==> config.mk <==
export PLATFORM = sky130hd
export DESIGN_NAME = mod_p25519_mul_weak_reduce
export DESIGN_NICKNAME = d
export VERILOG_FILES = /design/src/hdl/p25519_pkg.sv /design/src/hdl/mod_p25519_mul_weak_reduce.sv /design/src/hdl/p25519_dp.sv /design/src/hdl/p25519_ctrl.sv
export SDC_FILE = /design/constraint.sdc
export NUM_CORES = 2
export LEC_CHECK = 0
export BUFFER_PORTS_ARGS = -buffer_cell sky130_fd_sc_hd__buf_4
export CORE_MARGIN = 2
export CORE_UTILIZATION = 41
export DETAILED_ROUTE_END_ITERATION = 16
export PLACE_DENSITY = 0.7
export SLEW_MARGIN = 20
export SYNTH_ARGS = -nofsm -noshare
export SYNTH_HDL_FRONTEND = slang
export SYNTH_SLANG_ARGS = --single-unit
export TNS_END_PERCENT = 5
==> constraint.sdc <==
create_clock -name aclk -period 12.7 [get_ports aclk]
set_input_delay 3.175 -clock aclk [delete_from_list [all_inputs] [get_ports aclk]]
set_output_delay 3.175 -clock aclk [all_outputs]
set_load 0.02 [all_outputs]
==> src/hdl/p25519_pkg.sv <==
`timescale 1ns / 1ps
`default_nettype none
package p25519_pkg;

    localparam int unsigned WORD_W = 32;
    localparam int unsigned NWORDS = 8;
    localparam int unsigned IDX_W  = 3;
    localparam int unsigned ACC_W  = 68;   // column sum: 8 products plus carry-in
    localparam int unsigned CRY_W  = 11;   // fold carry, up to 39 * 38

    localparam logic [5:0] FOLD38 = 6'd38;
    localparam logic [4:0] FOLD19 = 5'd19;

    typedef enum logic [2:0] {
        DP_NOP,
        DP_CLR,      // clear column accumulator and fold carry
        DP_PUSH,     // push low word of accumulator into product line
        DP_FOLD,     // one word step: carry + lo + 38 * hi
        DP_LOAD38,   // carry <= carry * 38
        DP_TOP,      // clear bit 255, carry <= 19 * old bit
        DP_SHOUT     // shift result words down after an output item
    } dp_op_t;

    typedef struct packed {
        dp_op_t            op;
        logic              wr_en;
        logic              mac_vld;
        logic              mac_last;
        logic [IDX_W-1:0]  mac_i;
        logic [IDX_W-1:0]  mac_j;
    } dp_cmd_t;

    typedef struct packed {
        logic carry_nz;
        logic top_bit;
    } dp_stat_t;

endpackage
`default_nettype wire

==> src/hdl/mod_p25519_mul_weak_reduce.sv <==
`timescale 1ns / 1ps
`default_nettype none
// Multiplier modulo 2^255-19 with weak reduction.
// Input channel (s_*): one item per operand word pair; tdata carries the word
// index and one word each of a and b, tuser the mode (0 a*b, 1 a*a), tlast
// marks the final word, which starts the computation. The op of that item
// decides the mode. Slots not rewritten keep their earlier words.
// Result channel (m_*): eight items, word 0 first, tlast on word 7. Bit 255
// of the result is clear; the value may still lie in [p, 2^255).
// Timing: load items are accepted whenever the block is idle. After the last
// item the 64 word products run through the single 32x32 multiplier, one a
// cycle, 3-stage pipe; then word-serial fold passes over the eight words
// (3 to 5 passes). The result words then go out at one per cycle while the
// receiver is ready.
// s_tready is low from the last input item until the eighth result is taken.
// A stalled receiver just holds the current result word; nothing is lost.
// Reset (aresetn low, synchronous) returns to idle and drops pending
// results; operand words are not cleared.
module mod_p25519_mul_weak_reduce (
    input  wire logic        aclk,
    input  wire logic        aresetn,
    input  wire logic        s_tvalid,
    output logic             s_tready,
    input  wire logic [71:0] s_tdata,   // word_index[2:0], a_word[34:3], b_word[66:35], pad
    input  wire logic [0:0]  s_tuser,   // op
    input  wire logic        s_tlast,
    output logic             m_tvalid,
    input  wire logic        m_tready,
    output logic [39:0]      m_tdata,   // result_word[31:0], result_index[34:32], pad
    output logic             m_tlast
);

    p25519_pkg::dp_cmd_t  cmd;
    p25519_pkg::dp_stat_t stat;
    logic [p25519_pkg::WORD_W-1:0] res_word;
    logic [p25519_pkg::IDX_W-1:0]  res_idx;

    p25519_ctrl u_ctrl (
        .aclk     (aclk),
        .aresetn  (aresetn),
        .s_tvalid (s_tvalid),
        .s_tlast  (s_tlast),
        .s_tready (s_tready),
        .m_tvalid (m_tvalid),
        .m_tready (m_tready),
        .m_tlast  (m_tlast),
        .res_idx  (res_idx),
        .cmd      (cmd),
        .stat     (stat)
    );

    p25519_dp u_dp (
        .aclk     (aclk),
        .aresetn  (aresetn),
        .cmd      (cmd),
        .wr_idx   (s_tdata[2:0]),
        .wr_a     (s_tdata[34:3]),
        .wr_b     (s_tdata[66:35]),
        .wr_sq    (s_tuser[0]),
        .stat     (stat),
        .res_word (res_word)
    );

    assign m_tdata = {5'd0, res_idx, res_word};

endmodule
`default_nettype wire

==> src/hdl/p25519_dp.sv <==
`timescale 1ns / 1ps
`default_nettype none
module p25519_dp (
    input  wire logic                                aclk,
    input  wire logic                                aresetn,
    input  wire p25519_pkg::dp_cmd_t                 cmd,
    input  wire logic [p25519_pkg::IDX_W-1:0]        wr_idx,
    input  wire logic [p25519_pkg::WORD_W-1:0]       wr_a,
    input  wire logic [p25519_pkg::WORD_W-1:0]       wr_b,
    input  wire logic                                wr_sq,
    output p25519_pkg::dp_stat_t                     stat,
    output logic [p25519_pkg::WORD_W-1:0]            res_word
);

    localparam int unsigned W = p25519_pkg::WORD_W;

    logic [W-1:0] a_mem [p25519_pkg::NWORDS];
    logic [W-1:0] b_mem [p25519_pkg::NWORDS];
    logic         sq_reg;

    logic [W-1:0] x_reg, y_reg;
    logic         v1_reg, l1_reg, v2_reg, l2_reg;
    logic [2*W-1:0] prod_reg;
    logic [p25519_pkg::ACC_W-1:0] acc_reg;
    logic [p25519_pkg::ACC_W-1:0] acc_sum;
    logic [p25519_pkg::CRY_W-1:0] carry_reg;
    logic [W-1:0] p_reg [2*p25519_pkg::NWORDS];
    logic [39:0]  fold_sum;

    always_ff @(posedge aclk) begin
        if (cmd.wr_en) begin
            a_mem[wr_idx] <= wr_a;
            b_mem[wr_idx] <= wr_b;
        end
        x_reg <= a_mem[cmd.mac_i];
        y_reg <= sq_reg ? a_mem[cmd.mac_j] : b_mem[cmd.mac_j];
        prod_reg <= x_reg * y_reg;
    end

    always_ff @(posedge aclk) begin
        if (!aresetn) begin
            sq_reg <= 1'b0;
            v1_reg <= 1'b0;
            l1_reg <= 1'b0;
            v2_reg <= 1'b0;
            l2_reg <= 1'b0;
        end else begin
            if (cmd.wr_en) begin
                sq_reg <= wr_sq;
            end
            v1_reg <= cmd.mac_vld;
            l1_reg <= cmd.mac_last;
            v2_reg <= v1_reg;
            l2_reg <= l1_reg;
        end
    end

    assign acc_sum  = acc_reg + p25519_pkg::ACC_W'(prod_reg);
    assign fold_sum = 40'(carry_reg) + 40'(p_reg[0])
                    + 40'(p_reg[p25519_pkg::NWORDS]) * 40'(p25519_pkg::FOLD38);

    always_ff @(posedge aclk) begin
        if (v2_reg) begin
            if (l2_reg) begin
                for (int k = 0; k < 15; k++) p_reg[k] <= p_reg[k+1];
                p_reg[15] <= acc_sum[W-1:0];
                acc_reg   <= acc_sum >> W;
            end else begin
                acc_reg <= acc_sum;
            end
        end else begin
            case (cmd.op)
                p25519_pkg::DP_CLR: begin
                    acc_reg   <= '0;
                    carry_reg <= '0;
                end
                p25519_pkg::DP_PUSH: begin
                    for (int k = 0; k < 15; k++) p_reg[k] <= p_reg[k+1];
                    p_reg[15] <= acc_reg[W-1:0];
                end
                p25519_pkg::DP_FOLD: begin
                    for (int k = 0; k < 7; k++) p_reg[k] <= p_reg[k+1];
                    p_reg[7] <= fold_sum[W-1:0];
                    for (int k = 8; k < 15; k++) p_reg[k] <= p_reg[k+1];
                    p_reg[15] <= '0;
                    carry_reg <= p25519_pkg::CRY_W'(fold_sum[39:W]);
                end
                p25519_pkg::DP_LOAD38: begin
                    carry_reg <= p25519_pkg::CRY_W'(carry_reg[5:0])
                               * p25519_pkg::CRY_W'(p25519_pkg::FOLD38);
                end
                p25519_pkg::DP_TOP: begin
                    p_reg[7][W-1] <= 1'b0;
                    carry_reg <= p_reg[7][W-1] ? p25519_pkg::CRY_W'(p25519_pkg::FOLD19)
                                               : '0;
                end
                p25519_pkg::DP_SHOUT: begin
                    for (int k = 0; k < 7; k++) p_reg[k] <= p_reg[k+1];
                end
                default: begin
                end
            endcase
        end
    end

    assign stat.carry_nz = (carry_reg != '0);
    assign stat.top_bit  = p_reg[7][W-1];
    assign res_word      = p_reg[0];

endmodule
`default_nettype wire

==> src/hdl/p25519_ctrl.sv <==
`timescale 1ns / 1ps
`default_nettype none
module p25519_ctrl (
    input  wire logic                          aclk,
    input  wire logic                          aresetn,
    input  wire logic                          s_tvalid,
    input  wire logic                          s_tlast,
    output logic                               s_tready,
    output logic                               m_tvalid,
    input  wire logic                          m_tready,
    output logic                               m_tlast,
    output logic [p25519_pkg::IDX_W-1:0]       res_idx,
    output p25519_pkg::dp_cmd_t                cmd,
    input  wire p25519_pkg::dp_stat_t          stat
);

    typedef enum logic [3:0] {
        S_IDLE, S_MAC, S_DRAIN, S_PUSH, S_FOLD, S_LD1, S_ADD1, S_LD2, S_ADD2,
        S_TOP1, S_TP1, S_TOP2, S_TP2, S_OUT
    } state_t;

    state_t      state_reg;
    logic [3:0]  k_reg;
    logic [2:0]  i_reg;
    logic [2:0]  cnt_reg;
    logic        mv_reg;
    logic [2:0]  ri_reg;
    logic [2:0]  hi_i, lo_next;
    logic        s_acc, m_acc;

    assign hi_i    = (k_reg > 4'd7) ? 3'd7 : k_reg[2:0];
    assign lo_next = (k_reg >= 4'd6) ? 3'(k_reg - 4'd6) : 3'd0;
    assign s_acc   = s_tvalid && s_tready;
    assign m_acc   = mv_reg && m_tready;

    assign s_tready = (state_reg == S_IDLE);
    assign m_tvalid = mv_reg;
    assign m_tlast  = (ri_reg == 3'd7);
    assign res_idx  = ri_reg;

    always_comb begin
        cmd          = '0;
        cmd.op       = p25519_pkg::DP_NOP;
        cmd.mac_i    = i_reg;
        cmd.mac_j    = 3'(k_reg - {1'b0, i_reg});
        unique case (state_reg)
            S_IDLE: begin
                cmd.wr_en = s_acc;
                if (s_acc && s_tlast) cmd.op = p25519_pkg::DP_CLR;
            end
            S_MAC: begin
                cmd.mac_vld  = 1'b1;
                cmd.mac_last = (i_reg == hi_i);
            end
            S_PUSH:  cmd.op = p25519_pkg::DP_PUSH;
            S_FOLD, S_ADD1, S_ADD2, S_TP1, S_TP2: cmd.op = p25519_pkg::DP_FOLD;
            S_LD1:   cmd.op = p25519_pkg::DP_LOAD38;
            S_LD2:   if (stat.carry_nz) cmd.op = p25519_pkg::DP_LOAD38;
            S_TOP1:  cmd.op = p25519_pkg::DP_TOP;
            S_TOP2:  if (stat.top_bit) cmd.op = p25519_pkg::DP_TOP;
            S_OUT:   if (m_acc) cmd.op = p25519_pkg::DP_SHOUT;
            default: begin
            end
        endcase
    end

    always_ff @(posedge aclk) begin
        if (!aresetn) begin
            state_reg <= S_IDLE;
            k_reg     <= '0;
            i_reg     <= '0;
            cnt_reg   <= '0;
            mv_reg    <= 1'b0;
            ri_reg    <= '0;
        end else begin
            unique case (state_reg)
                S_IDLE: begin
                    if (s_acc && s_tlast) begin
                        k_reg     <= '0;
                        i_reg     <= '0;
                        state_reg <= S_MAC;
                    end
                end
                S_MAC: begin
                    if (i_reg == hi_i) begin
                        k_reg <= k_reg + 4'd1;
                        i_reg <= lo_next;
                        if (k_reg == 4'd14) begin
                            cnt_reg   <= '0;
                            state_reg <= S_DRAIN;
                        end
                    end else begin
                        i_reg <= i_reg + 3'd1;
                    end
                end
                S_DRAIN: begin
                    cnt_reg <= cnt_reg + 3'd1;
                    if (cnt_reg == 3'd2) state_reg <= S_PUSH;
                end
                S_PUSH: begin
                    cnt_reg   <= '0;
                    state_reg <= S_FOLD;
                end
                S_FOLD, S_ADD1, S_ADD2, S_TP1, S_TP2: begin
                    cnt_reg <= cnt_reg + 3'd1;
                    if (cnt_reg == 3'd7) begin
                        unique case (state_reg)
                            S_FOLD:  state_reg <= S_LD1;
                            S_ADD1:  state_reg <= S_LD2;
                            S_ADD2:  state_reg <= S_TOP1;
                            S_TP1:   state_reg <= S_TOP2;
                            default: begin
                                mv_reg    <= 1'b1;
                                ri_reg    <= '0;
                                state_reg <= S_OUT;
                            end
                        endcase
                    end
                end
                S_LD1:  state_reg <= S_ADD1;
                S_LD2:  state_reg <= stat.carry_nz ? S_ADD2 : S_TOP1;
                S_TOP1: state_reg <= S_TP1;
                S_TOP2: begin
                    if (stat.top_bit) begin
                        state_reg <= S_TP2;
                    end else begin
                        mv_reg    <= 1'b1;
                        ri_reg    <= '0;
                        state_reg <= S_OUT;
                    end
                end
                S_OUT: begin
                    if (m_acc) begin
                        ri_reg <= ri_reg + 3'd1;
                        if (ri_reg == 3'd7) begin
                            mv_reg    <= 1'b0;
                            state_reg <= S_IDLE;
                        end
                    end
                end
                default: state_reg <= S_IDLE;
            endcase
        end
    end

    a_valid_in_out: assert property (@(posedge aclk) disable iff (!aresetn)
        mv_reg |-> (state_reg == S_OUT))
        else $error("result valid outside output phase");

    a_mac_index: assert property (@(posedge aclk) disable iff (!aresetn)
        (state_reg == S_MAC) |-> ({1'b0, i_reg} <= k_reg && (k_reg - {1'b0, i_reg}) <= 4'd7))
        else $error("operand index out of range");

    a_ready_after_last: assert property (@(posedge aclk) disable iff (!aresetn)
        (mv_reg && m_tready && ri_reg == 3'd7) |=> (s_tready && !mv_reg))
        else $error("not back to idle after last result");

    a_no_overlap: assert property (@(posedge aclk) disable iff (!aresetn)
        !(s_tready && mv_reg))
        else $error("input taken while results pending");

endmodule
`default_nettype wire
# ---- Word-level counts from Yosys, hierarchy flattened
# Memories as Yosys holds them, arrays and structs flattened. A register that Yosys moved wholly into a read port is not among the register bits.
# Index checks and enable logic that the tools add are counted.
dict set report totals {
  regBits 198
  latch_bits 0
  ram_bits 1024
  romBits 0
  wordCells 230
  memories 3
  out_inout_bits 43
}
# memory depth word_bits read_ports rd_clocked_by_memory_dff wr line_no
set memory_table {}
lappend memory_table {u_dp.p_reg 16 32 16 0 16 p25519_dp.sv:27} ;# logic [W-1:0] p_reg [2*p25519_pkg::NWORDS];
lappend memory_table {u_dp.a_mem 8 32 2 1 1 p25519_dp.sv:17} ;# logic [W-1:0] a_mem [p25519_pkg::NWORDS];
lappend memory_table {u_dp.b_mem 8 32 1 0 1 p25519_dp.sv:18} ;# logic [W-1:0] b_mem [p25519_pkg::NWORDS];
dict set report classes {
  shifts 0
  n_mul 3
  n_lt_le_gt_ge 2
  n_eq_ne 33
  mux 103
  reduce_logical 21
  bitwise 41
  addsub 9
  n_div 0
}
# op n
set ops {}
lappend ops {{$mux 32} 40}
lappend ops {{$mux 68} 3}
lappend ops {{$add 68x64->68} 1}
lappend ops {{$mul 32x32->64} 1}
lappend ops {{$pmux 11 s4} 1}
lappend ops {{$add 40x38->40} 1}
lappend ops {{$or 1x1->1} 40}
lappend ops {{$pmux 4 s10} 1}
lappend ops {{$mux 3} 13}
lappend ops {{$mul 32x5->37 const B} 1}
lappend ops {{$mux 4} 9}
lappend ops {{$add 11x32->33} 1}
lappend ops {{$eq 4x4->1 const B} 7}
lappend ops {{$mux 1} 27}
lappend ops {{$pmux 3 s8} 1}
lappend ops {{$pmux 3 s3} 2}
lappend ops {{$eq 4x3->1 const B} 4}
lappend ops {{$pmux 4 s4} 1}
lappend ops {{$eq 3x3->1 const B} 5}
lappend ops {{$reduce_bool 11->1} 1}
lappend ops {{$mul 6x5->10 const B} 1}
lappend ops {{$ne 2x1->1 const B} 5}
lappend ops {{$add 3x1->3 const B} 3}
lappend ops {{$eq 3x2->1 const B} 3}
lappend ops {{29 further kinds} 40}

# ---- Logic depth before layout (Yosys ltp)
dict set report logic_depth {
  depth_word 12
  depth_mapped 29
  depth_no_buf 27
}

# ---- Modules after synthesis
# From an unflattened synthesis, not the netlist that was laid out.
dict set report unflattened {
  hier_cells 7039
  area_unflattened_um2 87149.8
}
# mod instances cells_per_inst area_each_um2
set by_module_without_submodules {}
lappend by_module_without_submodules {p25519_dp 1 6850 85688.4}
lappend by_module_without_submodules {p25519_ctrl 1 183 1420.1}
lappend by_module_without_submodules {mod_p25519_mul_weak_reduce 1 6 41.3}

# ---- Least setup slack after synthesis
# No wires, ideal clock.
dict set report synth_timing {
  path_type {input-to-reg}
  startpoint {input m_tready}
  endpoint {memory u_dp.p_reg[1][0] in the netlist's numbering (enable)}
  required_ps 11953
  stages 5
  setup_ps 747
  path_buffers 0
  path_slack_ps 391
  arrival_time_ps 11562
  cell_sequence {and2_1 > a21oi_1 > a21oi_1 > nor2_1 > nor2_1}
}
# item line_no
set synth_lines {}
lappend synth_lines {{start: declaration} mod_p25519_mul_weak_reduce.sv:28} ;# input wire logic m_tready,
lappend synth_lines {{end: declaration} p25519_dp.sv:27}

# ---- Worst setup path in the final report
dict set report layout_timing {
  startpoint {register u_dp.y_reg[9]}
  endpoint {register u_dp.prod_reg[60]}
}
dict set report layout_between {
  elab_chain_len 1
}
# item line_no
set layout_rtl {}
lappend layout_rtl {{start: declaration} p25519_dp.sv:21} ;# logic [W-1:0] x_reg, y_reg;
lappend layout_rtl {{start signal: assignment} p25519_dp.sv:36} ;# y_reg <= sq_reg ? a_mem[cmd.mac_j] : b_mem[cmd.mac_j];
lappend layout_rtl {{$mul 32x32->64} p25519_dp.sv:37} ;# prod_reg <= x_reg * y_reg;
lappend layout_rtl {{end signal: assignment} p25519_dp.sv:37}
lappend layout_rtl {{end: declaration} p25519_dp.sv:23} ;# logic [2*W-1:0] prod_reg;
# No other way between the ends.
# A chain may end at the register's enable or synchronous reset.

==> out/results.ini <==
[outcome]
status = completed

[worst_setup_path]
path_class = flip-flop to flip-flop
cpMaxStageDelayCell = dfxtp_1
cpPeakStageDelay_ns = 0.74
cp-startpoint = u_dp.y_reg[9]
cp.arrival_ns = 9.43
r2r_start = u_dp.y_reg[9]
path_max_fanout = 19
critPathBufInv = 4
cp.required_ns = 13.41
critPathTopFamily = adder cells
cp.depth = 25
critPathCaptureType = flip-flop
cpMostUsedCell = fa_1
r2r_cells = 25
startpoint_type = flip-flop

[global_routing]
use_met3 = 0.0283
met2_usage = 0.325
busiest_layer = met2
grt_pass1_wl_mm = 322
grt_max_degree = 193
use_met1 = 0.242
overflow = 0
grt.total_usage = 0.189
antenna_found_initial = 9
grt_pass1_vias = 57800

[sta]
final_max_slew_viol_count = 0
fin_crit_sh = 0.687
rsz0062_at_grt = no
hold_viol = 0
setup_viol = 0
min_period_ns = 8.72
worst_slew_pin_slew_ns = 1.11
skew_ns = 0.0394
tns_ns = 0
relSlewSlack = 0.260
fmax_mhz = 115

[synth]
async_flop_share = 0
ys_ff_latch = 1254
synth_warnings = 0
synth_edf_count = 1103
synthFlopType = edfxtp_1
syn_area_per_cell_um2 = 12.3
yosys-top-cells-area = edfxtp_1, fa_1, ha_1, mux4_2, inv_1
syn-cell-area_um2 = 87100
synth_top_area_cell = edfxtp_1
ys_types = 83
yosysSeqAreaShare = 0.415
syn_inst = 7091
yosys.area.top_type_share = 0.380

[finish]
largest_register_ffs = 512
drive_above_1_share = 0.101
area_growth_pct = 9.59
nNetsFinal = 8566
postLayoutCellArea_um2 = 95500

[min_path]
hold_depth = 0
min-delay-start = u_dp.p_reg[13][9]
hp-class = flip-flop to flip-flop

[routing]
first_pass_iters = 6
drc = 0
wirelength_mm = 201
ant_nets = 0
viasPerCell = 5.33
num_vias = 53500
drtIter0Drc = 4203
avgRoutedWirePerCell_um = 20.0

[cts]
cts-root-buf = clkbuf_16
cts_setup_buffers = 0
htreeDepth = 4
ctsHoldBuffers = 0
clock_latency_ns = 0.79
cts_buffers = 132
cts-resized-gates = 0
cts_tree = yes
cts_buffer_depth = 3
clk_pin_slew_ns = 0.06
cts_num_sinks = 1254

[placement]
io_buffers = 110
place.gp.congestion = 0.911
place_area_um2 = 91100
dp_hpwl_mm = 141

[flow_run]
drv_cap = 0

[floorplan]
core_area_um2 = 212000
fp.dieW_um = 465
io_pins = 121
initial_core_util = 0.412
die_area_um2 = 216000
die_y_um = 465
num_rows = 169

[cell families (layout without fill, tap and decap cells)]
group                      after synthesis  after routing  synth area share
other                                    1              9         0.0000430
adders and majority gates             1396           1396             0.281
and+or+nand+nor                       1765           1765             0.101
xor gates and xnor gates               227            227            0.0228
AOI/OAI and AO/OA                      779            779            0.0562
buffers and inverters                 1401           1505            0.0607
DFF                                   1254           1254             0.415
muxes                                  268            268            0.0634
[layout by cell type (no fill, tap or decap), types with 128 or more instances in the layout]
master / n
edfxtp_1: 1103
inv_1: 1060
fa_1: 929
nand2_1: 646
and2_1: 617
ha_1: 465
a21oi_1: 231
mux4_2: 224
buf_4: 198
nor2_1: 185
o21ai_0: 180
xnor2_1: 138
clkbuf_16: 133
dfxtp_1: 128
[synthesized netlist by cell type (15+ instances only)]
master / n
edfxtp_1: 1103
inv_1: 1060
fa_1: 930
nand2_1: 650
and2_1: 617
ha_1: 466
clkbuf_1: 303
a21oi_1: 234
mux4_2: 224
nor2_1: 194
o21ai_0: 181
dfxtp_1: 151
xnor2_1: 139
a21o_1: 117
nand3_1: 93
xor2_1: 88
o21bai_1: 49
nand4_1: 41
nor3_1: 41
mux2_2: 33
nand2b_1: 30
and3_1: 28
buf_1: 27
a31oi_1: 24
a211oi_1: 23
nor2b_1: 23
o21a_1: 22
o211ai_1: 15
[through the flow]
step	cells	setup slack, ns	hold WS (ns)	util
2_1_floorplan	7095	0.391	0.400	-
5_1_grt	10000	3.43	0.391	0.451
3_5_place_dp	9776	4.00	0.405	0.430
3_3_place_gp	9776	4.01	0.400	0.430
4_1_cts	10000	3.95	0.388	0.451
6_report	10000	3.98	0.396	0.451
[metal layers]
metal / vias up / wire length, um
li1: 23700 / -
met1: 27600 / 82500
met2: 1734 / 101000
met3: 434 / 11100
met4: 2 / 6710
met5: - / 9
[final timing paths]
kind         slack (ns)                end
max                3.98  u_dp.prod_reg[60]
min                0.40  u_dp.p_reg[12][9]
max reg2reg        3.98  u_dp.prod_reg[60]
min reg2reg        0.40  u_dp.p_reg[12][9]
[area by class of cell]
class                      instances  area, um^2
antenna                            4        10.0
timing repair buffer             203        1600
tap                             2821        3530
clock inverter                    72         811
sequential                      1254       36200
clock buffer                     169        3490
inverter                        1061        3980
fill                           18700      116000
multi-input combinational       4440       45900
Power is left out: the tool's default activity adds up to more than one toggle a clock period on the data nets, which glitch-free logic cannot reach.
